## src/hw/rtl/ssr_pkg.sv

```systemverilog
// Types and constants shared by the search and replace block.
`default_nettype none

package ssr_pkg;

	localparam int PATTERN_MAX_DEF = 8;
	localparam int REPLACE_MAX_DEF = 8;
	localparam int BYTE_W          = 8;
	localparam int CFG_DATA_W      = 64;
	localparam int CFG_IDX_W       = 8;
	localparam int LEN_W           = 4;

	typedef enum logic [CFG_IDX_W-1:0] {
		REG_PATTERN_BYTES      = 8'd0,
		REG_PATTERN_LENGTH     = 8'd1,
		REG_REPLACEMENT_BYTES  = 8'd2,
		REG_REPLACEMENT_LENGTH = 8'd3
	} cfg_reg_t;

	typedef enum logic [1:0] {
		EM_IDLE,
		EM_BYTE,
		EM_REPL,
		EM_FLUSH
	} em_state_t;

	// Work handed from the window to the result sequencer for one item.
	typedef struct packed {
		logic              has_byte;
		logic [BYTE_W-1:0] byte_val;
		logic              do_repl;
		logic              flush;
	} job_t;

	typedef struct packed {
		logic [BYTE_W-1:0] head;
		logic              empty;
	} win_stat_t;

	typedef struct packed {
		logic take;
		logic pop;
	} emit_stat_t;

	typedef struct packed {
		logic shift;
		logic wr;
		logic stored;
		logic used;
	} cell_ctl_t;

endpackage

`default_nettype wire

```

## src/hw/rtl/ssr_if.sv

```systemverilog
// Handshake channel interfaces: text input, result output and register writes.
`default_nettype none

interface ssr_in_if;
	import ssr_pkg::*;
	logic              valid;
	logic              ready;
	logic [BYTE_W-1:0] text_byte;
	logic              byte_present;
	logic              ends_line;

	modport source (output valid, output text_byte, output byte_present, output ends_line,
		input ready);
	modport sink (input valid, input text_byte, input byte_present, input ends_line,
		output ready);
endinterface

interface ssr_out_if;
	import ssr_pkg::*;
	logic              valid;
	logic              ready;
	logic [BYTE_W-1:0] out_byte;
	logic              out_byte_present;
	logic              line_done;
	logic              last_of_run;

	modport source (output valid, output out_byte, output out_byte_present,
		output line_done, output last_of_run, input ready);
	modport sink (input valid, input out_byte, input out_byte_present,
		input line_done, input last_of_run, output ready);
endinterface

interface ssr_cfg_if;
	import ssr_pkg::*;
	logic                  valid;
	logic                  ready;
	logic [CFG_IDX_W-1:0]  index;
	logic [CFG_DATA_W-1:0] data;

	modport source (output valid, output index, output data, input ready);
	modport sink (input valid, input index, input data, output ready);
endinterface

`default_nettype wire

```

## src/hw/rtl/ssr_cell.sv

```systemverilog
// One window cell: holds a pending byte, shifts towards the head, compares with its pattern lane.
`default_nettype none

module ssr_cell import ssr_pkg::*; (
	input  logic              clk,
	input  cell_ctl_t         ctl,
	input  logic [BYTE_W-1:0] in_byte,
	input  logic [BYTE_W-1:0] nbr_byte,
	input  logic [BYTE_W-1:0] pat_byte,
	input  logic              match_in,
	output logic [BYTE_W-1:0] byte_out,
	output logic              match_out
);

	logic [BYTE_W-1:0] byte_q;
	logic              local_ok;

	always_ff @(posedge clk) begin
		if (ctl.wr) begin
			byte_q <= in_byte;
		end else if (ctl.shift) begin
			byte_q <= nbr_byte;
		end
	end

	// A lane past the pattern always agrees; a used lane above the stored bytes sees the new one.
	always_comb begin
		if (!ctl.used) begin
			local_ok = 1'b1;
		end else if (ctl.stored) begin
			local_ok = (byte_q == pat_byte);
		end else begin
			local_ok = (in_byte == pat_byte);
		end
	end

	assign match_out = match_in & local_ok;
	assign byte_out  = byte_q;

endmodule

`default_nettype wire

```

## src/hw/rtl/ssr_emit.sv

```systemverilog
// Result sequencer: puts one item's results, one per unstalled cycle, into the output register.
`default_nettype none

module ssr_emit import ssr_pkg::*; #(
	parameter int REPLACE_MAX = REPLACE_MAX_DEF,
	localparam int RLW = $clog2(REPLACE_MAX + 1),
	localparam int IW  = (REPLACE_MAX > 1) ? $clog2(REPLACE_MAX) : 1
) (
	input  logic                  clk,
	input  logic                  arst_n,
	input  logic                  load,
	input  job_t                  job,
	input  logic [CFG_DATA_W-1:0] rep_bytes,
	input  logic [RLW-1:0]        rep_len,
	input  win_stat_t             win,
	output emit_stat_t            stat,
	ssr_out_if.source             result
);

	em_state_t         state_q, state_d, state_n;
	logic [IW-1:0]     idx_q, idx_d, idx_n;
	logic [BYTE_W-1:0] byte_q;
	logic              flush_q;

	logic [BYTE_W-1:0] lane [REPLACE_MAX];

	logic              out_valid_q;
	logic [BYTE_W-1:0] out_byte_q;
	logic              out_present_q;
	logic              out_done_q;
	logic              out_last_q;

	logic              slot_free;
	logic              emit;
	logic [BYTE_W-1:0] e_byte;
	logic              e_present;
	logic              e_done;
	logic              e_last;
	logic              pop;
	logic              take;
	logic              rep_end;

	for (genvar i = 0; i < REPLACE_MAX; i++) begin : g_lane
		assign lane[i] = rep_bytes[i*BYTE_W +: BYTE_W];
	end

	assign slot_free = !out_valid_q || result.ready;
	assign rep_end   = ((RLW'(idx_q) + RLW'(1)) == rep_len);

	always_comb begin
		state_n   = state_q;
		idx_n     = idx_q;
		emit      = 1'b0;
		e_byte    = '0;
		e_present = 1'b1;
		e_done    = 1'b0;
		e_last    = 1'b0;
		pop       = 1'b0;
		case (state_q)
			EM_IDLE: begin
			end
			EM_BYTE: begin
				if (slot_free) begin
					emit    = 1'b1;
					e_byte  = byte_q;
					e_last  = !flush_q;
					state_n = flush_q ? EM_FLUSH : EM_IDLE;
				end
			end
			EM_REPL: begin
				if (slot_free) begin
					emit   = 1'b1;
					e_byte = lane[idx_q];
					if (rep_end) begin
						e_last  = !flush_q;
						idx_n   = '0;
						state_n = flush_q ? EM_FLUSH : EM_IDLE;
					end else begin
						idx_n = idx_q + IW'(1);
					end
				end
			end
			EM_FLUSH: begin
				if (slot_free) begin
					emit = 1'b1;
					if (!win.empty) begin
						e_byte = win.head;
						pop    = 1'b1;
					end else begin
						// window drained: close the line
						e_present = 1'b0;
						e_done    = 1'b1;
						e_last    = 1'b1;
						state_n   = EM_IDLE;
					end
				end
			end
			default: begin
				state_n = EM_IDLE;
			end
		endcase

		take = (state_q == EM_IDLE) || (emit && (state_n == EM_IDLE));
	end

	// a new job overrides whatever the current one would do next
	always_comb begin
		state_d = state_n;
		idx_d   = idx_n;
		if (load) begin
			idx_d = '0;
			if (job.has_byte) begin
				state_d = EM_BYTE;
			end else if (job.do_repl) begin
				state_d = EM_REPL;
			end else begin
				state_d = EM_FLUSH;
			end
		end
	end

	always_ff @(posedge clk or negedge arst_n) begin
		if (!arst_n) begin
			state_q     <= EM_IDLE;
			idx_q       <= '0;
			out_valid_q <= 1'b0;
		end else begin
			state_q <= state_d;
			idx_q   <= idx_d;
			if (slot_free) begin
				out_valid_q <= emit;
			end
		end
	end

	always_ff @(posedge clk) begin
		if (load) begin
			byte_q  <= job.byte_val;
			flush_q <= job.flush;
		end
		if (slot_free && emit) begin
			out_byte_q    <= e_byte;
			out_present_q <= e_present;
			out_done_q    <= e_done;
			out_last_q    <= e_last;
		end
	end

	assign stat.take = take;
	assign stat.pop  = pop;

	assign result.valid            = out_valid_q;
	assign result.out_byte         = out_byte_q;
	assign result.out_byte_present = out_present_q;
	assign result.line_done        = out_done_q;
	assign result.last_of_run      = out_last_q;

endmodule

`default_nettype wire

```

## src/hw/rtl/substring_search_replace.sv

```systemverilog
// Streaming search and replace: top level with registers, window cell row and result sequencer.
//
// Channels: text takes one item per transfer (a byte, a line end, or both); result
// gives one output item per transfer; cfg writes register index 0..3 (pattern bytes,
// pattern length, replacement bytes, replacement length), always ready, and is to be
// used only while the block is idle. Writing the pattern length empties the window.
// An item goes into the sequencer state, then its first result into the output register.
// Throughput: one item per cycle while each item gives at most one result and result.ready
// is high. An item giving several results holds text.ready low until its last result is
// out, a line end until each pending byte and the marker are out. The figure is set by the
// result sequencer, which puts at most one result per cycle into the single output register.
// Reset: registers go to zero (pass-through), the window is empty, nothing is offered.
// Stall: the output register holds its item while result.ready is low; one further
// item with results is taken into the sequencer, after which text.ready stays low
// until the sequencer can finish it.
`default_nettype none

module substring_search_replace import ssr_pkg::*; #(
	parameter int PATTERN_MAX = PATTERN_MAX_DEF,
	parameter int REPLACE_MAX = REPLACE_MAX_DEF
) (
	input  logic      clk,
	input  logic      arst_n,
	ssr_in_if.sink    text,
	ssr_out_if.source result,
	ssr_cfg_if.sink   cfg
);

	localparam int CW  = $clog2(PATTERN_MAX + 1);
	localparam int RLW = $clog2(REPLACE_MAX + 1);

	logic [CFG_DATA_W-1:0] pat_bytes_q;
	logic [LEN_W-1:0]      pat_len_q;
	logic [CFG_DATA_W-1:0] rep_bytes_q;
	logic [LEN_W-1:0]      rep_len_q;

	logic [CW-1:0]  plen;
	logic [RLW-1:0] rlen;
	logic [CW-1:0]  count_q;

	logic [BYTE_W-1:0] cell_byte [PATTERN_MAX];
	logic              chain [PATTERN_MAX+1];
	cell_ctl_t         ctl [PATTERN_MAX];

	logic       cfg_wr;
	logic       plen_wr;
	logic       acc;
	logic       thru;
	logic       full;
	logic       pushing;
	logic       hit;
	logic       miss;
	logic       load;
	job_t       job;
	win_stat_t  win;
	emit_stat_t est;

	assign cfg.ready = 1'b1;
	assign cfg_wr    = cfg.valid && cfg.ready;
	assign plen_wr   = cfg_wr && (cfg.index == REG_PATTERN_LENGTH);

	always_ff @(posedge clk or negedge arst_n) begin
		if (!arst_n) begin
			pat_bytes_q <= '0;
			pat_len_q   <= '0;
			rep_bytes_q <= '0;
			rep_len_q   <= '0;
		end else if (cfg_wr) begin
			case (cfg.index)
				REG_PATTERN_BYTES:      pat_bytes_q <= cfg.data;
				REG_PATTERN_LENGTH:     pat_len_q   <= cfg.data[LEN_W-1:0];
				REG_REPLACEMENT_BYTES:  rep_bytes_q <= cfg.data;
				REG_REPLACEMENT_LENGTH: rep_len_q   <= cfg.data[LEN_W-1:0];
				default: begin
				end
			endcase
		end
	end

	// clamp oversized lengths
	assign plen = (pat_len_q > LEN_W'(PATTERN_MAX)) ? CW'(PATTERN_MAX) : pat_len_q[CW-1:0];
	assign rlen = (rep_len_q > LEN_W'(REPLACE_MAX)) ? RLW'(REPLACE_MAX) : rep_len_q[RLW-1:0];

	assign text.ready = est.take;
	assign acc        = text.valid && text.ready;
	assign thru       = (plen == '0);
	assign full       = ((count_q + CW'(1)) >= plen);
	assign pushing    = acc && text.byte_present && !thru;
	assign hit        = pushing && full && chain[0];
	assign miss       = pushing && full && !chain[0];

	always_comb begin
		job.has_byte = text.byte_present && (thru || (full && !chain[0]));
		job.byte_val = (thru || (count_q == '0)) ? text.text_byte : cell_byte[0];
		job.do_repl  = text.byte_present && !thru && full && chain[0] && (rlen != '0);
		job.flush    = text.ends_line;
	end

	assign load = acc && (job.has_byte || job.do_repl || job.flush);

	always_ff @(posedge clk or negedge arst_n) begin
		if (!arst_n) begin
			count_q <= '0;
		end else if (plen_wr) begin
			count_q <= '0;
		end else if (hit) begin
			count_q <= '0;
		end else if (pushing && !full) begin
			count_q <= count_q + CW'(1);
		end else if (est.pop) begin
			count_q <= count_q - CW'(1);
		end
	end

	assign chain[PATTERN_MAX] = 1'b1;

	for (genvar i = 0; i < PATTERN_MAX; i++) begin : g_cell
		logic [BYTE_W-1:0] nbr;

		if (i == PATTERN_MAX - 1) begin : g_tail
			assign nbr = '0;
		end else begin : g_body
			assign nbr = cell_byte[i+1];
		end

		// on a miss the new byte lands one place down, as the head leaves
		assign ctl[i].shift  = miss || est.pop;
		assign ctl[i].wr     = (pushing && !full && (count_q == CW'(i)))
			|| (miss && (count_q == CW'(i + 1)));
		assign ctl[i].stored = (CW'(i) < count_q);
		assign ctl[i].used   = (CW'(i) < plen);

		ssr_cell u_cell (
			.clk       (clk),
			.ctl       (ctl[i]),
			.in_byte   (text.text_byte),
			.nbr_byte  (nbr),
			.pat_byte  (pat_bytes_q[i*BYTE_W +: BYTE_W]),
			.match_in  (chain[i+1]),
			.byte_out  (cell_byte[i]),
			.match_out (chain[i])
		);
	end

	assign win.head  = cell_byte[0];
	assign win.empty = (count_q == '0);

	ssr_emit #(
		.REPLACE_MAX (REPLACE_MAX)
	) u_emit (
		.clk       (clk),
		.arst_n    (arst_n),
		.load      (load),
		.job       (job),
		.rep_bytes (rep_bytes_q),
		.rep_len   (rlen),
		.win       (win),
		.stat      (est),
		.result    (result)
	);

endmodule

`default_nettype wire

```

## src/flat_wrapper.sv

```systemverilog
// flat-port wrapper written by rule: the top's interface ports become plain ports
module substring_search_replace_flat import ssr_pkg::*;
#(
	parameter int PATTERN_MAX = PATTERN_MAX_DEF,
	parameter int REPLACE_MAX = REPLACE_MAX_DEF
)
  (clk, arst_n, text_valid, text_text_byte, text_byte_present, text_ends_line, text_ready, result_valid, result_out_byte, result_out_byte_present, result_line_done, result_last_of_run, result_ready, cfg_valid, cfg_index, cfg_data, cfg_ready);
  ssr_in_if text_i ();
  ssr_out_if result_i ();
  ssr_cfg_if cfg_i ();
  input  logic clk;
  input  logic arst_n;
  input wire logic [$bits(text_i.valid)-1:0] text_valid;
  input wire logic [$bits(text_i.text_byte)-1:0] text_text_byte;
  input wire logic [$bits(text_i.byte_present)-1:0] text_byte_present;
  input wire logic [$bits(text_i.ends_line)-1:0] text_ends_line;
  output wire logic [$bits(text_i.ready)-1:0] text_ready;
  output wire logic [$bits(result_i.valid)-1:0] result_valid;
  output wire logic [$bits(result_i.out_byte)-1:0] result_out_byte;
  output wire logic [$bits(result_i.out_byte_present)-1:0] result_out_byte_present;
  output wire logic [$bits(result_i.line_done)-1:0] result_line_done;
  output wire logic [$bits(result_i.last_of_run)-1:0] result_last_of_run;
  input wire logic [$bits(result_i.ready)-1:0] result_ready;
  input wire logic [$bits(cfg_i.valid)-1:0] cfg_valid;
  input wire logic [$bits(cfg_i.index)-1:0] cfg_index;
  input wire logic [$bits(cfg_i.data)-1:0] cfg_data;
  output wire logic [$bits(cfg_i.ready)-1:0] cfg_ready;
  assign text_i.valid = text_valid;
  assign text_i.text_byte = text_text_byte;
  assign text_i.byte_present = text_byte_present;
  assign text_i.ends_line = text_ends_line;
  assign text_ready = text_i.ready;
  assign result_valid = result_i.valid;
  assign result_out_byte = result_i.out_byte;
  assign result_out_byte_present = result_i.out_byte_present;
  assign result_line_done = result_i.line_done;
  assign result_last_of_run = result_i.last_of_run;
  assign result_i.ready = result_ready;
  assign cfg_i.valid = cfg_valid;
  assign cfg_i.index = cfg_index;
  assign cfg_i.data = cfg_data;
  assign cfg_ready = cfg_i.ready;
  substring_search_replace #(.PATTERN_MAX(PATTERN_MAX), .REPLACE_MAX(REPLACE_MAX)) u_core (.clk(clk), .arst_n(arst_n), .text(text_i), .result(result_i), .cfg(cfg_i));
endmodule
```

## config.mk

```make
export PLATFORM = sky130hd
export DESIGN_NAME = substring_search_replace_flat
export DESIGN_NICKNAME = d
export VERILOG_FILES = /design/src/hw/rtl/ssr_pkg.sv /design/src/hw/rtl/ssr_if.sv /design/src/hw/rtl/ssr_cell.sv /design/src/hw/rtl/ssr_emit.sv /design/src/hw/rtl/substring_search_replace.sv /design/src/flat_wrapper.sv
export SDC_FILE = /design/constraint.sdc
export NUM_CORES = 1
export LEC_CHECK = 0
export BUFFER_PORTS_ARGS = -buffer_cell sky130_fd_sc_hd__buf_4
export CORE_MARGIN = 2
export CORE_UTILIZATION = 30
export DETAILED_ROUTE_END_ITERATION = 8
export PLACE_DENSITY = 0.48
export SYNTH_ARGS = -nofsm -noshare
export SYNTH_HDL_FRONTEND = slang
export SYNTH_SLANG_ARGS = --single-unit
```

## constraint.sdc

```tcl
create_clock -name clk -period 5.2 [get_ports clk]
set_input_delay 0.52 -clock clk [delete_from_list [all_inputs] [get_ports clk]]
set_output_delay 0.52 -clock clk [all_outputs]
set_load 0.05 [all_outputs]
```

* Word-level counts from Yosys, hierarchy flattened
Index checks and enable logic that the tools add are counted.
** Word-level totals
- Register bits :: 230
- Input bits :: 87
- Output and inout port bits :: 14
- Logic and storage cells :: 234
** Cells by class
- Add/sub/neg operators :: 4
- Order comparisons :: 20
- Equal/unequal tests :: 31
- Multiplexer cells :: 72
- Bitwise operators :: 8
- Reduce and logical (&&, ||, !) cells :: 77
** Operators with widths (number)
- two-way mux 8 bit :: 23
- equality test 8 bit :: 16
- logical AND 1 bit :: 33
- < comparator 3 x 4 -> 1 bit, first input constant :: 8
- two-way mux 1 bit :: 27
- binary-select mux 8 bit (select 3 bit) :: 1
- two-way mux 4 bit :: 6
- case mux 8 bit (3 select lines) :: 1
- nonzero test 2 bit :: 10
- equality test 4 x 3 -> 1 bit, second input constant :: 4
- equality test 8 x 2 -> 1 bit, second input constant :: 2
- < comparator 1 x 4 -> 1 bit, first input constant :: 4
- < comparator 2 x 4 -> 1 bit, first input constant :: 4
- two-way mux 2 bit :: 8
- logical OR 1 bit :: 15
- two-way mux 3 bit :: 4
- AND reduction 2 bit :: 6
- equality test 4 x 2 -> 1 bit, second input constant :: 2
- equality test 8 x 1 -> 1 bit, second input constant :: 1
- greater-than comparator 4 bit, second input constant :: 2
- logical NOT 4 bit :: 2
- logical NOT 8 bit :: 1
- nonzero test 4 bit :: 2
- bitwise AND 1 bit :: 7
- other kinds (17) :: 23

* Logic depth before layout (Yosys ltp)
Gate-level depths: netlist of the first run.
- Depth in word-level cells :: 20
- Gate-level depth with buffers :: 15
- Depth with buffers taken out :: 12

* By module
Synthesis of the first run repeated with hierarchy kept, for this count alone.
** Second synthesis, totals
- Cells, all modules :: 870
- Area total of the unflattened synthesis :: 12076.6 um2
** Modules (own cells, without submodules)
- substring_search_replace :: times used 1, cells an instance 416, area each 6002.0 um2, sequential area each 3503.4 um2
- ssr_cell :: times used 8, cells an instance 39, area each 525.5 um2, sequential area each 240.2 um2
- ssr_emit :: times used 1, cells an instance 142, area each 1870.5 um2, sequential area each 750.7 um2

* Worst setup path before layout of the first run
Ideal clock, no wire load.
- Kind :: register to register
- Start :: reg u_core.count_q[0]
- End :: reg u_core.g_cell[0].u_cell.byte_q[0], enable pin
- Library setup time :: 0.364 ns
- Data arrival time :: 3.522 ns
- Required time :: 4.836 ns
- Path slack :: 1.314 ns
- Stages on the path, launching flop included :: 12
- Path buffers :: 1
- Period minus slack after synthesis :: 3.886 ns
- Cells stage by stage :: dfrtp_1 ha_1 clkbuf_1 a21oi_2 mux2_1 a22oi_1 o2111ai_1 o31a_1 o41ai_4 a21oi_4 a21oi_1 o21ai_0
** On the way
- Word-level cells in the longest chain between the ends :: 15
- Elaborated cells on any way between the ends :: 57
- Classes of those cells :: add/sub (1); order compare (9); eq/ne (1); mux (22); bitwise (7); reduce/logical (17)
** Ends and longest elaborated chain
- start, declared :: RTL line substring_search_replace.sv:39 : logic [CW-1:0] count_q;
- start signal, assigned :: RTL line substring_search_replace.sv:109 : count_q <= count_q + CW'(1);
- start signal, assigned :: RTL line substring_search_replace.sv:111 : count_q <= count_q - CW'(1);
- < comparator 3 x 4 -> 1 bit or logical NOT 4 bit (tied branches) :: RTL line substring_search_replace.sv:130, substring_search_replace.sv:128, substring_search_replace.sv:146
- two-way mux 1 bit or two-way mux 2 bit (tied branches) :: RTL line ssr_cell.sv:30, ssr_emit.sv:86
- two-way mux 1 bit or two-way mux 2 bit (tied branches) :: RTL line ssr_cell.sv:28, ssr_emit.sv:84
- bitwise AND 1 bit or case mux 2 bit (3 select lines) (tied branches) :: RTL line ssr_cell.sv:37, ssr_emit.sv:59
- bitwise AND 1 bit or logical NOT 2 bit (tied branches) :: RTL line ssr_cell.sv:37, ssr_emit.sv:103
- bitwise AND 1 bit or logical AND 1 bit (tied branches) :: RTL line ssr_cell.sv:37, ssr_emit.sv:103
- bitwise AND 1 bit or logical OR 1 bit (tied branches) :: RTL line ssr_cell.sv:37, ssr_emit.sv:103
- bitwise AND 1 bit or logical AND 1 bit (tied branches) :: RTL line ssr_cell.sv:37, substring_search_replace.sv:85
- bitwise AND 1 bit or logical AND 1 bit (tied branches) (2 in series) :: RTL line ssr_cell.sv:37, substring_search_replace.sv:88
- logical NOT 1 bit or logical AND 1 bit (tied branches) :: RTL line substring_search_replace.sv:90 : assign miss = pushing && full && !chain[0];
- logical AND 1 bit :: RTL line substring_search_replace.sv:90
- logical AND 1 bit :: RTL line substring_search_replace.sv:129 : || (miss && (count_q == CW'(i + 1)));
- logical OR 1 bit :: RTL line substring_search_replace.sv:129
- nonzero test 2 bit (no line) *
- end signal, assigned :: RTL line ssr_cell.sv:20 : byte_q <= in_byte;
- end signal, assigned :: RTL line ssr_cell.sv:22 : byte_q <= nbr_byte;
- end, declared :: RTL line ssr_cell.sv:15 : logic [BYTE_W-1:0] byte_q;
Every way passes the cells marked *; elsewhere a longest branch is shown, timed or not.
A chain may end at the register's enable or synchronous reset.

* Worst setup path in the final report of the first run
- Start :: reg u_core.count_q[0]
- End :: reg u_core.g_cell[6].u_cell.byte_q[5] (data pin)
** On the way
- Word-level cells in the longest chain between the ends :: 15
- Elaborated cells on any way between the ends :: 54
- Classes of those cells :: add/sub (1); order compare (9); eq/ne (2); mux (20); bitwise (7); reduce/logical (15)
** Ends and longest elaborated chain
- < comparator 3 x 4 -> 1 bit or logical NOT 4 bit (tied branches) :: RTL line substring_search_replace.sv:130, substring_search_replace.sv:146
- two-way mux 1 bit or two-way mux 2 bit (tied branches) :: RTL line ssr_cell.sv:30, ssr_emit.sv:86
- two-way mux 1 bit or two-way mux 2 bit (tied branches) :: RTL line ssr_cell.sv:28, ssr_emit.sv:84
- bitwise AND 1 bit or case mux 2 bit (3 select lines) (tied branches) :: RTL line ssr_cell.sv:37, ssr_emit.sv:59
- bitwise AND 1 bit or logical NOT 2 bit (tied branches) :: RTL line ssr_cell.sv:37, ssr_emit.sv:103
- bitwise AND 1 bit or logical AND 1 bit (tied branches) :: RTL line ssr_cell.sv:37, ssr_emit.sv:103
- bitwise AND 1 bit or logical OR 1 bit (tied branches) :: RTL line ssr_cell.sv:37, ssr_emit.sv:103
- bitwise AND 1 bit or logical AND 1 bit (tied branches) :: RTL line ssr_cell.sv:37, substring_search_replace.sv:85
- bitwise AND 1 bit or logical AND 1 bit (tied branches) (2 in series) :: RTL line ssr_cell.sv:37, substring_search_replace.sv:88
- logical NOT 1 bit or logical AND 1 bit (tied branches) :: RTL line substring_search_replace.sv:90
- logical AND 1 bit :: RTL line substring_search_replace.sv:90
- logical AND 1 bit :: RTL line substring_search_replace.sv:129
- logical OR 1 bit * :: RTL line substring_search_replace.sv:129
- two-way mux 8 bit * :: RTL line ssr_cell.sv:19 : if (ctl.wr) begin
- end signal, assigned :: RTL line ssr_cell.sv:20
- end signal, assigned :: RTL line ssr_cell.sv:22
- end, declared :: RTL line ssr_cell.sv:15
Marks and branches as above.

==> impl_metrics.prom, run 1 <==
# TYPE chip_impl_metric gauge
chip_impl_info{name="status",value="finished, final reports clean"} 1
chip_impl_info{name="crit-reg2reg-launch",value="u_core.count_q[0]$_DFFE_PN0P_"} 1
chip_impl_metric{name="ys.warnings.count",unit=""} 0
chip_impl_metric{name="ir_drop",unit="uV"} 200
chip_impl_metric{name="cap_viol_max_count",unit=""} 0
chip_impl_metric{name="synth_area",unit="sq um"} 12400
chip_impl_metric{name="cts-htree-levels",unit=""} 1
chip_impl_info{name="critical-path-top-cell-by-count",value="sky130_fd_sc_hd__buf_4"} 1
chip_impl_metric{name="asyncSetResetFlopFracSynth",unit="%"} 63.5
chip_impl_metric{name="drt_first_pass_iters",unit=""} 9
chip_impl_metric{name="vias_in_the_first_global_route",unit=""} 8553
chip_impl_metric{name="globalRouteTotalUtil",unit="%"} 17.6
chip_impl_metric{name="max_stage_delay",unit="ns"} 0.62
chip_impl_metric{name="cell_internal_pwr",unit="W"} 0.00428
chip_impl_metric{name="max_slew_violation_count",unit=""} 0
chip_impl_info{name="worst_path_dominant_cell_family",value="compound AO/OA/AOI/OAI gates"} 1
chip_impl_metric{name="antenna_found_initial",unit=""} 1
chip_impl_info{name="rsz_0062_raised_after_global_routing",value="false"} 1
chip_impl_info{name="timing_worst_setup_path_type",value="reg -> reg"} 1
chip_impl_metric{name="placement_rows",unit=""} 74
chip_impl_metric{name="post-cts-setup-buffers",unit=""} 0
chip_impl_metric{name="gr-total-overflow",unit=""} 0
chip_impl_info{name="hold_path.class",value="in -> reg"} 1
chip_impl_metric{name="cts.sink_count",unit=""} 230
chip_impl_metric{name="post-route-period-util",unit="%"} 85.4
chip_impl_metric{name="maximum_clock_frequency",unit="MHz"} 225
chip_impl_metric{name="hold_buffers",unit=""} 1
chip_impl_metric{name="postCtsResizedCells",unit=""} 0
chip_impl_metric{name="clk_pin_slew_worst_paths",unit="ns"} 0.06
chip_impl_metric{name="synth-edff-count",unit=""} 84
chip_impl_metric{name="core_area",unit="sq um"} 40700
chip_impl_metric{name="totalNegativeSetupSlack",unit="ns"} 0
chip_impl_metric{name="antennaDiodeCount",unit=""} 0
chip_impl_info{name="crit-reg2reg-capture",value="u_core.g_cell[6].u_cell.byte_out[5]$_DFFE_PP_"} 1
chip_impl_metric{name="cp_num_buf_inv",unit=""} 3
chip_impl_metric{name="wire_length_of_the_first_global_routing_pass",unit="microns"} 57100
chip_impl_metric{name="worst-endpoint-required",unit="ns"} 5.50
chip_impl_metric{name="layout.filler_cells",unit=""} 4040
chip_impl_metric{name="synth_area_per_cell",unit="sq um"} 12.5
chip_impl_metric{name="dpl_worst_slack",unit="ns"} 0.832
chip_impl_metric{name="synth.yosys.seq_area_share",unit="%"} 49.9
chip_impl_info{name="final_cell_mix",value="sky130_fd_sc_hd__mux2_2 (152), sky130_fd_sc_hd__dfrtp_1 (146), sky130_fd_sc_hd__buf_4 (120)"} 1
chip_impl_metric{name="number_of_endpoints_failing_setup_at_the_final_stage",unit=""} 0
chip_impl_metric{name="switching_share",unit="%"} 35.0
chip_impl_metric{name="dp_hpwl",unit="microns"} 28700
chip_impl_metric{name="detail_route.iter0.violations",unit=""} 760
chip_impl_info{name="tritoncts_clock_tree",value="done"} 1
chip_impl_metric{name="sequentialPowerShare",unit="%"} 37.7
chip_impl_metric{name="antenna_left",unit=""} 0
chip_impl_metric{name="fin_skew",unit="ns"} 0.0161
chip_impl_metric{name="die_h",unit="microns"} 207
chip_impl_metric{name="syn_nets",unit=""} 1089
chip_impl_metric{name="floorplan.die.width",unit="microns"} 207
chip_impl_metric{name="yosys.cell_types.count",unit=""} 77
chip_impl_metric{name="cts_inserted_buffers",unit=""} 26
chip_impl_metric{name="worstPathArrival",unit="ns"} 4.74
chip_impl_metric{name="min_period",unit="ns"} 4.44
chip_impl_metric{name="r2r_cells",unit=""} 13
chip_impl_metric{name="pin_count_of_the_biggest_net_entering_global_routing",unit=""} 76
chip_impl_metric{name="min_delay_path_depth",unit=""} 3
chip_impl_info{name="worstSetupStartpointType",value="flop"} 1
chip_impl_info{name="cpMaxStageDelayCell",value="sky130_fd_sc_hd__nor3b_2"} 1
chip_impl_metric{name="layout-area-overhead-vs-synth",unit="%"} 18.7
chip_impl_metric{name="power_per_cell_area",unit="nW/um^2"} 449
chip_impl_info{name="worstSetupStartpoint",value="u_core.count_q[0]$_DFFE_PN0P_"} 1
chip_impl_info{name="cp-endpoint",value="u_core.g_cell[6].u_cell.byte_out[5]$_DFFE_PP_"} 1
chip_impl_info{name="path_cells",value="inv_1 -> ha_1 -> nor3b_2 -> buf_4 -> mux2i_1 -> xnor2_1 -> a21oi_1 -> nand4_1 -> o41ai_4 -> a21oi_4 -> buf_4 -> a21boi_2 -> mux2_2"} 1
chip_impl_metric{name="critPathMaxFanout",unit=""} 8
chip_impl_metric{name="clkPwrFrac",unit="%"} 29.4
chip_impl_info{name="layout.cells.most_common",value="sky130_fd_sc_hd__mux2_2"} 1
chip_impl_metric{name="path_depth",unit=""} 13
chip_impl_metric{name="route.detailed.drc",unit=""} 0
chip_impl_metric{name="cts_buffer_depth",unit=""} 3
chip_impl_metric{name="initial_utilization",unit="%"} 30.4
chip_impl_metric{name="power.net_switching",unit="W"} 0.00230
chip_impl_metric{name="io_buffers",unit=""} 99
chip_impl_info{name="root_buffer",value="sky130_fd_sc_hd__clkbuf_16"} 1
chip_impl_metric{name="vias_per_std_cell",unit=""} 5.16
chip_impl_metric{name="static-leakage-power",unit="nW"} 6.50
chip_impl_metric{name="ioPinCount",unit=""} 101
chip_impl_metric{name="final.hold.worst_slack",unit="ns"} 0.200
chip_impl_metric{name="vias_after_detailed_routing",unit=""} 8460
chip_impl_metric{name="total_die_area",unit="sq um"} 42900
chip_impl_metric{name="slew_headroom",unit="%"} 19.0
chip_impl_info{name="synth-main-ff-cell",value="sky130_fd_sc_hd__dfrtp_1"} 1
chip_impl_metric{name="wl",unit="microns"} 38100
chip_impl_metric{name="gp_routability_congestion",unit=""} 0.869
chip_impl_metric{name="power_frac_comb",unit="%"} 33.0
chip_impl_metric{name="regToRegSetupSlack",unit="ns"} 0.76
chip_impl_metric{name="total_of_flip_flops_plus_latches_after_synthesis",unit=""} 230
chip_impl_metric{name="timing.final.ws_setup",unit="ns"} 0.760
chip_impl_metric{name="design_power_total",unit="W"} 0.00658
chip_impl_metric{name="wl_per_cell",unit="microns"} 23.3
chip_impl_metric{name="final_net_count",unit=""} 1190
chip_impl_metric{name="final_layout_size_suffix_gt1_share",unit="%"} 34.4
chip_impl_metric{name="insertion_delay",unit="ns"} 0.54
chip_impl_metric{name="total_count_of_hold_check_failures_in_the_final_report",unit=""} 0
chip_impl_metric{name="synth_cells",unit=""} 988
chip_impl_info{name="critPathCaptureType",value="flop"} 1
chip_impl_metric{name="worstMarginPinSlew",unit="ns"} 1.20
==> cells by family after synthesis <==
group / synth area share [%]
mux: 23.5
flops: 49.9
simple gates: 7.93
compound gates: 9.56
buf+inv: 3.02
xor+xnor: 4.60
fa+ha+maj: 1.42
other cells: 0.0303
==> layer usage <==
metal / global-route usage [%] / part of all wire [%] / vias up
li1: - / - / 3866
met1: 25.5 / 48 / 4319
met2: 27.4 / 46 / 235
met3: 2.73 / 4.6 / 40
met4: 4.41 / 2.1 / 0
met5: 0 / 0 / -
==> through the flow <==
| stage | utilization, % | area (sq um) | std cells |
|---|---|---|---|
| after floorplan | - | 12400 | 988 |
| after global placement | 33.8 | 13800 | 1592 |
| after detailed placement | 33.8 | 13800 | 1592 |
| after CTS | 36.0 | 14700 | 1640 |
| after global routing | 36.0 | 14700 | 1640 |
| final | 36.0 | 14700 | 1640 |
==> flip-flops by register name, indices dropped and copies added, names as in the netlist <==
name and count:
u_core.g_cell.u_cell.byte_out 64, u_core.u_emit.result.out_byte 8, u_core.u_emit.byte_q 8, u_core.pat_len_q 4
u_core.rep_len_q 4, u_core.u_emit.result.valid 1, u_core.u_emit.result.out_byte_present 1, u_core.u_emit.result.last_of_run 1
u_core.count_q 4, u_core.u_emit.flush_q 1, u_core.u_emit.result.line_done 1, u_core.pat_bytes_q 64
u_core.u_emit.idx_q 3, u_core.u_emit.state_q 2, u_core.rep_bytes_q 64
==> worst min-delay path by stage <==
stage | start | to | slack (ns)
floorplan | arst_n | u_core.count_q[0]$_DFFE_PN0P_ | 0.22
global placement | u_core.rep_bytes_q[8]$_DFFE_PN0P_ | u_core.rep_bytes_q[8]$_DFFE_PN0P_ | 0.48
detailed placement | u_core.rep_bytes_q[51]$_DFFE_PN0P_ | u_core.rep_bytes_q[51]$_DFFE_PN0P_ | 0.49
CTS | cfg_data[48] | u_core.pat_bytes_q[48]$_DFFE_PN0P_ | 0.18
global route | text_ends_line | u_core.u_emit.flush_q$_DFFE_PN_ | 0.19
finish | cfg_data[48] | u_core.pat_bytes_q[48]$_DFFE_PN0P_ | 0.20
==> Yosys cell counts, types with 3 or more instances <==
| cell type | number | area (sq um) |
|---|---|---|
| sky130_fd_sc_hd__a21oi_1 | 17 | 85.1 |
| sky130_fd_sc_hd__a221oi_1 | 3 | 26.3 |
| sky130_fd_sc_hd__mux2_2 | 152 | 1710 |
| sky130_fd_sc_hd__a211oi_1 | 6 | 45.0 |
| sky130_fd_sc_hd__mux2_4 | 26 | 390 |
| sky130_fd_sc_hd__clkbuf_1 | 37 | 139 |
| sky130_fd_sc_hd__nor2_1 | 37 | 139 |
| sky130_fd_sc_hd__dfrtp_1 | 146 | 3650 |
| sky130_fd_sc_hd__mux2i_1 | 43 | 430 |
| sky130_fd_sc_hd__nand3_1 | 15 | 75.1 |
| sky130_fd_sc_hd__mux4_2 | 16 | 360 |
| sky130_fd_sc_hd__or3_1 | 5 | 31.3 |
| sky130_fd_sc_hd__o221ai_1 | 4 | 35.0 |
| sky130_fd_sc_hd__buf_2 | 7 | 35.0 |
| sky130_fd_sc_hd__o22ai_1 | 18 | 113 |
| sky130_fd_sc_hd__or2_2 | 3 | 18.8 |
| sky130_fd_sc_hd__inv_1 | 40 | 150 |
| sky130_fd_sc_hd__buf_4 | 3 | 22.5 |
| sky130_fd_sc_hd__nor4_1 | 9 | 56.3 |
| sky130_fd_sc_hd__xor2_1 | 32 | 280 |
| sky130_fd_sc_hd__nand2_1 | 81 | 304 |
| sky130_fd_sc_hd__edfxtp_1 | 84 | 2520 |
| sky130_fd_sc_hd__a22oi_1 | 5 | 37.5 |
| sky130_fd_sc_hd__or4_1 | 4 | 30.0 |
| sky130_fd_sc_hd__a222oi_1 | 10 | 100 |
| sky130_fd_sc_hd__nor3_1 | 8 | 40.0 |
| sky130_fd_sc_hd__nor2b_1 | 14 | 87.6 |
| sky130_fd_sc_hd__a32oi_4 | 4 | 110 |
| sky130_fd_sc_hd__nand2b_1 | 7 | 43.8 |
| sky130_fd_sc_hd__xnor2_1 | 33 | 289 |
| sky130_fd_sc_hd__and3_1 | 3 | 18.8 |
| sky130_fd_sc_hd__o211ai_1 | 4 | 30.0 |
| sky130_fd_sc_hd__nand4_1 | 4 | 25.0 |
| sky130_fd_sc_hd__a31oi_1 | 5 | 31.3 |
| sky130_fd_sc_hd__o21ai_0 | 29 | 145 |
| sky130_fd_sc_hd__a2111o_1 | 3 | 33.8 |
| sky130_fd_sc_hd__ha_1 | 14 | 175 |
| sky130_fd_sc_hd__and2_1 | 4 | 25.0 |
==> area by class of cell <==
| type | count | area, sq um | share of cell area (%) |
|---|---|---|---|
| clock buffers | 42 | 857 | 5.84 |
| multi-input cells | 666 | 5820 | 39.7 |
| inverters | 42 | 158 | 1.07 |
| well taps | 532 | 666 | 4.54 |
| clock inverters | 5 | 50.0 | 0.341 |
| flip-flops and latches | 230 | 6180 | 42.1 |
| repair buffers | 123 | 942 | 6.42 |
==> worst reg2reg max path: cells and delay by family, from the launching register on <==
family,cells,cell delay [ns]
xor+xnor,1,0.08
flops,1,0.48
fa+ha+maj,1,0.30
compound gates,4,1.28
mux,2,0.62
buf+inv,3,0.64
simple gates,2,0.80
==> power by group through the flow <==
stage                     clock [W]  combinational, W  sequential, W
final                       0.00193           0.00217        0.00248
after global routing        0.00205           0.00235        0.00251
after CTS                   0.00197           0.00217        0.00248
after detailed placement          0           0.00216        0.00251
after global placement            0           0.00215        0.00251
after floorplan                   0           0.00144        0.00254
(Power assumes the default switching activity.)
==> run 2: changes to the inputs <==
Settings changed: ABC_AREA set to 1.
==> run 2 against run 1 <==
Net effect: sequential share of layout area is 0.63 points lower; count of clock-buffer cells in the layout stayed put; worst hold slack better by 0.0045 ns; design area is 1.5% higher; via count is 29% higher; highest routed layer unchanged; global-route usage is 0.88 points higher; area after synthesis is 3.9% higher; clock skew is 0.0059 ns higher; critical path depth is 5 higher; first-iteration DRC count is 1.6% higher; register-to-register slack better by 0.49 ns.
==> impl_metrics.prom, run 2 <==
# TYPE chip_impl_metric gauge
chip_impl_info{name="status",value="finished, final reports clean"} 1
chip_impl_info{name="synthTopCellsByArea",value="sky130_fd_sc_hd__dfrtp_1 (28%), sky130_fd_sc_hd__edfxtp_1 (20%), sky130_fd_sc_hd__nand2_1 (17%), sky130_fd_sc_hd__o21ai_0 (6.8%), sky130_fd_sc_hd__inv_1 (5.5%)"} 1
chip_impl_metric{name="number_of_endpoints_failing_setup_at_the_final_stage",unit=""} 0
chip_impl_metric{name="dp_hpwl",unit="microns"} 30000
chip_impl_info{name="synth-main-ff-cell",value="sky130_fd_sc_hd__dfrtp_1"} 1
chip_impl_info{name="timing_worst_setup_path_type",value="reg -> reg"} 1
chip_impl_metric{name="layout-area-overhead-vs-synth",unit="%"} 15.9
chip_impl_metric{name="vias_per_std_cell",unit=""} 4.80
chip_impl_metric{name="antennaDiodeCount",unit=""} 0
chip_impl_metric{name="total_count_of_hold_check_failures_in_the_final_report",unit=""} 0
chip_impl_metric{name="r2r_cells",unit=""} 18
chip_impl_info{name="worstSetupStartpoint",value="u_core.u_emit.idx_q[0]$_DFFE_PN0P_"} 1
chip_impl_metric{name="antenna_found_initial",unit=""} 0
chip_impl_metric{name="post-route-period-util",unit="%"} 75.9
chip_impl_metric{name="pin_count_of_the_biggest_net_entering_global_routing",unit=""} 129
chip_impl_metric{name="final.hold.worst_slack",unit="ns"} 0.205
chip_impl_info{name="worstSetupStartpointType",value="flop"} 1
chip_impl_metric{name="total_of_flip_flops_plus_latches_after_synthesis",unit=""} 230
chip_impl_metric{name="place_inst",unit=""} 2227
chip_impl_info{name="synth_most_common_cell",value="sky130_fd_sc_hd__nand2_1"} 1
chip_impl_info{name="tritoncts_clock_tree",value="done"} 1
chip_impl_metric{name="cts_buffer_depth",unit=""} 3
chip_impl_info{name="dominant_combinational_cell_family_by_area_after_synthesis",value="simple AND/OR/NAND/NOR gates"} 1
chip_impl_metric{name="worst-endpoint-required",unit="ns"} 5.40
chip_impl_metric{name="cap_viol_max_count",unit=""} 0
chip_impl_metric{name="asyncSetResetFlopFracSynth",unit="%"} 63.5
chip_impl_metric{name="synth.mux.area_fraction",unit="%"} 0.701
chip_impl_info{name="post_synth_most_frequent_cells",value="sky130_fd_sc_hd__nand2_1 (597), sky130_fd_sc_hd__inv_1 (188), sky130_fd_sc_hd__o21ai_0 (175), sky130_fd_sc_hd__dfrtp_1 (146), sky130_fd_sc_hd__nand3_1 (110)"} 1
chip_impl_metric{name="seqCellArea",unit="sq um"} 6180
chip_impl_metric{name="critPathMaxFanout",unit=""} 22
chip_impl_info{name="crit-reg2reg-capture",value="u_core.g_cell[6].u_cell.byte_out[6]$_DFFE_PP_"} 1
chip_impl_metric{name="final_layout_size_suffix_gt1_share",unit="%"} 11.3
chip_impl_metric{name="synth_cells",unit=""} 1650
chip_impl_metric{name="final_cell_count_no_fill",unit=""} 2275
chip_impl_metric{name="static-leakage-power",unit="nW"} 7.04
chip_impl_metric{name="max_slew_violation_count",unit=""} 0
chip_impl_metric{name="power_per_cell_area",unit="nW/um^2"} 424
chip_impl_info{name="synthDominantAreaCellType",value="sky130_fd_sc_hd__dfrtp_1"} 1
chip_impl_metric{name="synth_area_per_cell",unit="sq um"} 7.79
chip_impl_metric{name="antenna_left",unit=""} 0
chip_impl_metric{name="cts.sink_count",unit=""} 230
chip_impl_metric{name="worstPathArrival",unit="ns"} 4.15
chip_impl_metric{name="placement_rows",unit=""} 75
chip_impl_metric{name="synth_area",unit="sq um"} 12800
chip_impl_metric{name="fin_skew",unit="ns"} 0.0220
chip_impl_metric{name="insertion_delay",unit="ns"} 0.55
chip_impl_metric{name="initial_utilization",unit="%"} 30.5
chip_impl_metric{name="synth_simple_gate_area_share",unit="%"} 27.9
chip_impl_metric{name="ioPinCount",unit=""} 101
chip_impl_metric{name="synth.yosys.seq_area_share",unit="%"} 48.1
chip_impl_metric{name="gp_routability_congestion",unit=""} 0.913
chip_impl_metric{name="slew_headroom",unit="%"} 22.1
chip_impl_metric{name="synth_compound_area_share",unit="%"} 11.6
chip_impl_info{name="hold_path.class",value="in -> reg"} 1
chip_impl_metric{name="maximum_clock_frequency",unit="MHz"} 253
chip_impl_metric{name="totalNegativeSetupSlack",unit="ns"} 0
chip_impl_metric{name="die_h",unit="microns"} 211
chip_impl_metric{name="worstMarginPinSlew",unit="ns"} 1.17
chip_impl_info{name="root_buffer",value="sky130_fd_sc_hd__clkbuf_16"} 1
chip_impl_metric{name="cts_inserted_buffers",unit=""} 26
chip_impl_info{name="final_cell_mix",value="sky130_fd_sc_hd__nand2_1 (595), sky130_fd_sc_hd__inv_1 (188), sky130_fd_sc_hd__o21ai_0 (175)"} 1
chip_impl_metric{name="clk_pin_slew_worst_paths",unit="ns"} 0.06
chip_impl_metric{name="final_net_count",unit=""} 1818
chip_impl_metric{name="layout.filler_cells",unit=""} 4412
chip_impl_metric{name="synth-edff-count",unit=""} 84
chip_impl_info{name="layout.cells.most_common",value="sky130_fd_sc_hd__nand2_1"} 1
chip_impl_metric{name="detail_route.iter0.violations",unit=""} 772
chip_impl_metric{name="cts-htree-levels",unit=""} 1
chip_impl_metric{name="io_buffers",unit=""} 99
chip_impl_info{name="cp-endpoint",value="u_core.g_cell[6].u_cell.byte_out[6]$_DFFE_PP_"} 1
chip_impl_metric{name="drt_first_pass_iters",unit=""} 7
chip_impl_metric{name="core_area",unit="sq um"} 42100
chip_impl_metric{name="synthDominantCellAreaShare",unit="%"} 28.4
chip_impl_metric{name="syn_nets",unit=""} 1751
chip_impl_metric{name="regToRegSetupSlack",unit="ns"} 1.25
chip_impl_metric{name="min_period",unit="ns"} 3.95
chip_impl_metric{name="wire_length_of_the_first_global_routing_pass",unit="microns"} 63000
chip_impl_metric{name="vias_after_detailed_routing",unit=""} 10900
chip_impl_metric{name="wl",unit="microns"} 40800
chip_impl_metric{name="multi_input_area",unit="sq um"} 5620
chip_impl_metric{name="ir_drop",unit="uV"} 230
chip_impl_metric{name="yosys.cell_types.count",unit=""} 47
chip_impl_metric{name="yosys.area_share.xor_xnor",unit="%"} 2.05
chip_impl_metric{name="total_die_area",unit="sq um"} 44500
chip_impl_metric{name="vias_in_the_first_global_route",unit=""} 10600
chip_impl_info{name="crit-reg2reg-launch",value="u_core.u_emit.idx_q[0]$_DFFE_PN0P_"} 1
chip_impl_info{name="critPathCaptureType",value="flop"} 1
chip_impl_metric{name="ys.warnings.count",unit=""} 0
chip_impl_metric{name="floorplan.die.width",unit="microns"} 211
chip_impl_info{name="rsz_0062_raised_after_global_routing",value="false"} 1
chip_impl_metric{name="synth_fa_ha_area_share",unit="%"} 1.36
chip_impl_metric{name="route.detailed.drc",unit=""} 0
chip_impl_metric{name="globalRouteTotalUtil",unit="%"} 18.4
chip_impl_metric{name="wl_per_cell",unit="microns"} 17.9
chip_impl_metric{name="gr-total-overflow",unit=""} 0
-- run 2: cells by family after synthesis --
family	Yosys count
AOI/OAI and AO/OA	276
xor gates and xnor gates	30
adders and majority gates	14
buffers and inverters	266
DFF	230
muxes	8
other	1
and+or+nand+nor	825
-- run 2: report_power, final --
| group | internal (W) | switching, W |
|---|---|---|
| clock | 0.00113 | 0.000753 |
| sequential | 0.00219 | 0.000212 |
| combinational | 0.000639 | 0.00140 |
| total | 0.00396 | 0.00236 |
-- run 2: worst min-delay path by stage --
stage               depth (start not counted)           start  slack [ns]                                  to
floorplan                                   0          arst_n        0.22       u_core.count_q[0]$_DFFE_PN0P_
global placement                            1          arst_n        0.45  u_core.pat_bytes_q[23]$_DFFE_PN0P_
detailed placement                          1          arst_n        0.45  u_core.pat_bytes_q[23]$_DFFE_PN0P_
CTS                                         1  text_ends_line        0.17     u_core.u_emit.flush_q$_DFFE_PN_
global route                                1  text_ends_line        0.18     u_core.u_emit.flush_q$_DFFE_PN_
finish                                      1  text_ends_line        0.20     u_core.u_emit.flush_q$_DFFE_PN_
-- run 2: area by class of cell --
type	instances	area share, %
Clock buffer	42	5.32
Timing Repair Buffer	108	5.49
Sequential cell	230	41.5
Inverter	197	4.97
Clock inverter	5	0.487
Tap cell	539	4.53
Multi-Input combinational cell	1154	37.7
-- run 2: what timing repair did --
action                                  CTS  global route
setup buffers                             0             0
hold buffers                              1             0
hold endpoints to repair                 38             0
endpoints found under the setup margin    0             0
gates resized for setup                   0             0
-- run 2: critical path, cell delays in order (launching register included) --
cell,delay [ns]
sky130_fd_sc_hd__dfrtp_1,0.82
sky130_fd_sc_hd__ha_1,0.36
sky130_fd_sc_hd__inv_1,0.08
sky130_fd_sc_hd__nand3_1,0.06
sky130_fd_sc_hd__nand2_1,0.07
sky130_fd_sc_hd__nor2_1,0.07
sky130_fd_sc_hd__nand2_1,0.12
sky130_fd_sc_hd__nand2_1,0.06
sky130_fd_sc_hd__nand2_1,0.06
sky130_fd_sc_hd__nand2_1,0.05
sky130_fd_sc_hd__nand2_1,0.07
sky130_fd_sc_hd__nand2_1,0.04
sky130_fd_sc_hd__nand2_1,0.08
sky130_fd_sc_hd__nand2_1,0.07
sky130_fd_sc_hd__o21bai_2,0.27
sky130_fd_sc_hd__and2_0,0.23
sky130_fd_sc_hd__buf_4,0.23
sky130_fd_sc_hd__nand4_1,0.41
sky130_fd_sc_hd__nand2_1,0.46
-- run 2: routing by layer --
metal / vias up / track usage [%] / routed length, microns
met4: 0 / 5.61 / 947
met1: 5171 / 25.8 / 19300
met3: 45 / 2.13 / 1690
met5: - / 0 / 0
li1: 5462 / - / -
met2: 240 / 30.0 / 18800
-- run 2: metrics by stage --
step | instance area [sq um] | utilization (%) | worst slack (ns) | total power [W]
6_report | 14900 | 35.3 | 1.25 | 0.00632
5_1_grt | 14900 | 35.3 | 0.888 | 0.00672
4_1_cts | 14900 | 35.3 | 1.23 | 0.00637
3_5_place_dp | 14000 | 33.3 | 1.24 | 0.00447
3_3_place_gp | 14000 | 33.3 | 1.31 | 0.00445
2_1_floorplan | 12800 | - | 1.64 | 0.00387
==> run 3: changes to the inputs <==
Settings changed: ABC_AREA 1 to 0.
Clock period 5.2 ns to 4 ns, I/O delays scaled along.
==> run 3 against run 2 <==
Net effect: global-route usage decreased by 0.49 points; combinational power is 50% higher; design area increased by 1.2%; first-iteration DRC count is 12% lower; clock skew increased by 0.014 ns; sequential power increased by 33%; largest power group unchanged; clock power rose by 22%.
==> impl_metrics.prom, run 3 (synthesized netlist as in run 1, its figures left out) <==
# TYPE chip_impl_metric gauge
chip_impl_info{name="status",value="finished, final reports clean"} 1
chip_impl_metric{name="placement_rows",unit=""} 74
chip_impl_info{name="cp-endpoint",value="u_core.g_cell[1].u_cell.byte_out[3]$_DFFE_PP_"} 1
chip_impl_metric{name="cts.sink_count",unit=""} 230
chip_impl_metric{name="dpl_worst_slack",unit="ns"} -0.160
chip_impl_metric{name="layout-area-overhead-vs-synth",unit="%"} 21.9
chip_impl_info{name="root_buffer",value="sky130_fd_sc_hd__clkbuf_16"} 1
chip_impl_metric{name="final_net_count",unit=""} 1239
chip_impl_metric{name="gr-total-overflow",unit=""} 0
chip_impl_info{name="critPathCaptureType",value="flop"} 1
chip_impl_metric{name="initial_utilization",unit="%"} 30.4
chip_impl_metric{name="route.detailed.drc",unit=""} 0
chip_impl_metric{name="vias_per_std_cell",unit=""} 5.14
chip_impl_metric{name="fin_skew",unit="ns"} 0.0364
chip_impl_metric{name="maximum_clock_frequency",unit="MHz"} 259
chip_impl_metric{name="final_layout_size_suffix_gt1_share",unit="%"} 37.7
chip_impl_metric{name="cts_inserted_buffers",unit=""} 26
chip_impl_metric{name="fin_util",unit="%"} 37.0
chip_impl_metric{name="cts_buffer_depth",unit=""} 3
chip_impl_metric{name="vias_after_detailed_routing",unit=""} 8674
chip_impl_metric{name="total_die_area",unit="sq um"} 42900
chip_impl_metric{name="min_period",unit="ns"} 3.87
chip_impl_metric{name="postPlaceCellArea",unit="sq um"} 14100
chip_impl_metric{name="static-leakage-power",unit="nW"} 6.75
chip_impl_metric{name="insertion_delay",unit="ns"} 0.57
chip_impl_metric{name="drt_first_pass_iters",unit=""} 7
chip_impl_metric{name="wl",unit="microns"} 38900
chip_impl_metric{name="clk_pin_slew_worst_paths",unit="ns"} 0.06
chip_impl_metric{name="worst-endpoint-required",unit="ns"} 4.29
chip_impl_metric{name="antennaDiodeCount",unit=""} 0
chip_impl_metric{name="worstPathArrival",unit="ns"} 4.16
chip_impl_metric{name="die_h",unit="microns"} 207
chip_impl_metric{name="cts-htree-levels",unit=""} 1
chip_impl_info{name="layout.cells.most_common",value="sky130_fd_sc_hd__buf_4"} 1
chip_impl_metric{name="gp_routability_congestion",unit=""} 0.889
chip_impl_info{name="crit-reg2reg-launch",value="u_core.count_q[0]$_DFFE_PN0P_"} 1
chip_impl_metric{name="antenna_left",unit=""} 0
chip_impl_metric{name="globalRouteTotalUtil",unit="%"} 18.0
chip_impl_metric{name="max_slew_violation_count",unit=""} 0
chip_impl_metric{name="floorplan.die.width",unit="microns"} 207
chip_impl_metric{name="final_cell_count_no_fill",unit=""} 1687
chip_impl_metric{name="vias_in_the_first_global_route",unit=""} 8661
chip_impl_metric{name="total_count_of_hold_check_failures_in_the_final_report",unit=""} 0
chip_impl_metric{name="power_per_cell_area",unit="nW/um^2"} 566
chip_impl_metric{name="wire_length_of_the_first_global_routing_pass",unit="microns"} 58200
chip_impl_metric{name="dp_hpwl",unit="microns"} 29000
chip_impl_metric{name="antenna_found_initial",unit=""} 1
chip_impl_info{name="timing_worst_setup_path_type",value="reg -> reg"} 1
chip_impl_metric{name="slew_headroom",unit="%"} 38.5
chip_impl_metric{name="totalNegativeSetupSlack",unit="ns"} 0
chip_impl_metric{name="io_buffers",unit=""} 99
chip_impl_metric{name="place_inst",unit=""} 1627
chip_impl_metric{name="wl_per_cell",unit="microns"} 23.1
chip_impl_metric{name="worstMarginPinSlew",unit="ns"} 0.923
chip_impl_metric{name="critPathMaxFanout",unit=""} 7
chip_impl_info{name="worstSetupStartpoint",value="u_core.count_q[0]$_DFFE_PN0P_"} 1
chip_impl_info{name="tritoncts_clock_tree",value="done"} 1
chip_impl_metric{name="core_area",unit="sq um"} 40700
chip_impl_info{name="final_cell_mix",value="sky130_fd_sc_hd__buf_4 (159), sky130_fd_sc_hd__mux2_2 (152), sky130_fd_sc_hd__dfrtp_1 (146)"} 1
chip_impl_metric{name="timing.final.ws_setup",unit="ns"} 0.135
chip_impl_info{name="hold_path.class",value="in -> reg"} 1
chip_impl_metric{name="ioPinCount",unit=""} 101
chip_impl_metric{name="final_area",unit="sq um"} 15100
chip_impl_info{name="worstSetupStartpointType",value="flop"} 1
chip_impl_metric{name="ir_drop",unit="uV"} 273
chip_impl_metric{name="regToRegSetupSlack",unit="ns"} 0.13
chip_impl_metric{name="pin_count_of_the_biggest_net_entering_global_routing",unit=""} 92
chip_impl_metric{name="post-route-period-util",unit="%"} 96.6
chip_impl_metric{name="detail_route.iter0.violations",unit=""} 681
chip_impl_metric{name="cap_viol_max_count",unit=""} 0
chip_impl_info{name="crit-reg2reg-capture",value="u_core.g_cell[1].u_cell.byte_out[3]$_DFFE_PP_"} 1
chip_impl_metric{name="number_of_endpoints_failing_setup_at_the_final_stage",unit=""} 0
chip_impl_metric{name="r2r_cells",unit=""} 14
-- run 3: cell count changes in the layout (fill, tap and decap cells not counted), sizes merged, moves of 24 or more --
cell   delta
nand3    -97
mux2    +171
nor2     -24
o21ai   -160
inv     -152
nand2   -536
buf      +63
mux2i    +43
-- run 3: layer usage --
layer  share of wire (%)  wire length [microns]  GRT usage [%]
met4                 2.4                    950           4.38
met1                  47                  18200           25.7
met2                  46                  17800           28.3
met5               0.033                     13              0
met3                 5.0                   1960           3.06
-- run 3: layout make-up --
type / instances / area, sq um
Fill cell: 4044 / 25700
Sequential cell: 230 / 6180
Multi-Input combinational cell: 667 / 5880
Timing Repair Buffer: 171 / 1410
Clock buffer: 34 / 721
Tap cell: 532 / 666
Inverter: 42 / 158
Clock inverter: 11 / 68.8
-- run 3: worst max-delay path: stages (launching register included) --
cell and delay (ns):
sky130_fd_sc_hd__dfrtp_1 0.37, sky130_fd_sc_hd__buf_4 0.16, sky130_fd_sc_hd__ha_1 0.25, sky130_fd_sc_hd__o21ai_4 0.25
sky130_fd_sc_hd__or4b_1 0.47, sky130_fd_sc_hd__a222oi_1 0.29, sky130_fd_sc_hd__buf_4 0.18, sky130_fd_sc_hd__nand4_1 0.13
sky130_fd_sc_hd__o41ai_4 0.30, sky130_fd_sc_hd__buf_4 0.20, sky130_fd_sc_hd__a21oi_4 0.07, sky130_fd_sc_hd__buf_4 0.18
sky130_fd_sc_hd__a32oi_4 0.26, sky130_fd_sc_hd__buf_12 0.17, sky130_fd_sc_hd__mux2_4 0.29
-- run 3: per-stage QoR --
| stage | hold WS (ns) | power, W |
|---|---|---|
| after floorplan | 0.104 | 0.00517 |
| after global placement | 0.484 | 0.00621 |
| after detailed placement | 0.487 | 0.00620 |
| after CTS | 0.0449 | 0.00853 |
| after global routing | 0.0485 | 0.00898 |
| final | 0.0602 | 0.00853 |
-- run 3: power breakdown --
| group | switching [W] | leakage (nW) | internal [W] |
|---|---|---|---|
| Clock | 0.00102 | 0.401 | 0.00127 |
| Combinational | 0.00176 | 3.62 | 0.00129 |
| Sequential | 0.000281 | 2.72 | 0.00291 |
-- run 3: how the worst min path moves through the flow --
| stage | depth (start not counted) | endpoint | start | slack, ns |
|---|---|---|---|---|
| final | 3 | u_core.pat_bytes_q[48]$_DFFE_PN0P_ | cfg_data[48] | 0.06 |
| after global routing | 1 | u_core.u_emit.flush_q$_DFFE_PN_ | text_ends_line | 0.05 |
| after CTS | 3 | u_core.pat_bytes_q[48]$_DFFE_PN0P_ | cfg_data[48] | 0.04 |
| after detailed placement | 1 | u_core.rep_bytes_q[50]$_DFFE_PN0P_ | u_core.rep_bytes_q[50]$_DFFE_PN0P_ | 0.49 |
| after global placement | 1 | u_core.rep_bytes_q[8]$_DFFE_PN0P_ | u_core.rep_bytes_q[8]$_DFFE_PN0P_ | 0.48 |
| after floorplan | 0 | u_core.count_q[0]$_DFFE_PN0P_ | arst_n | 0.10 |
-- run 3: timing repair --
action	CTS	global route
resized for setup	3	7
pin swaps	3	10
hold buffers	1	0
buffers inserted	2	11
cloned	0	1
setup endpoints to repair	54	128
endpoints found under the hold margin	77	0
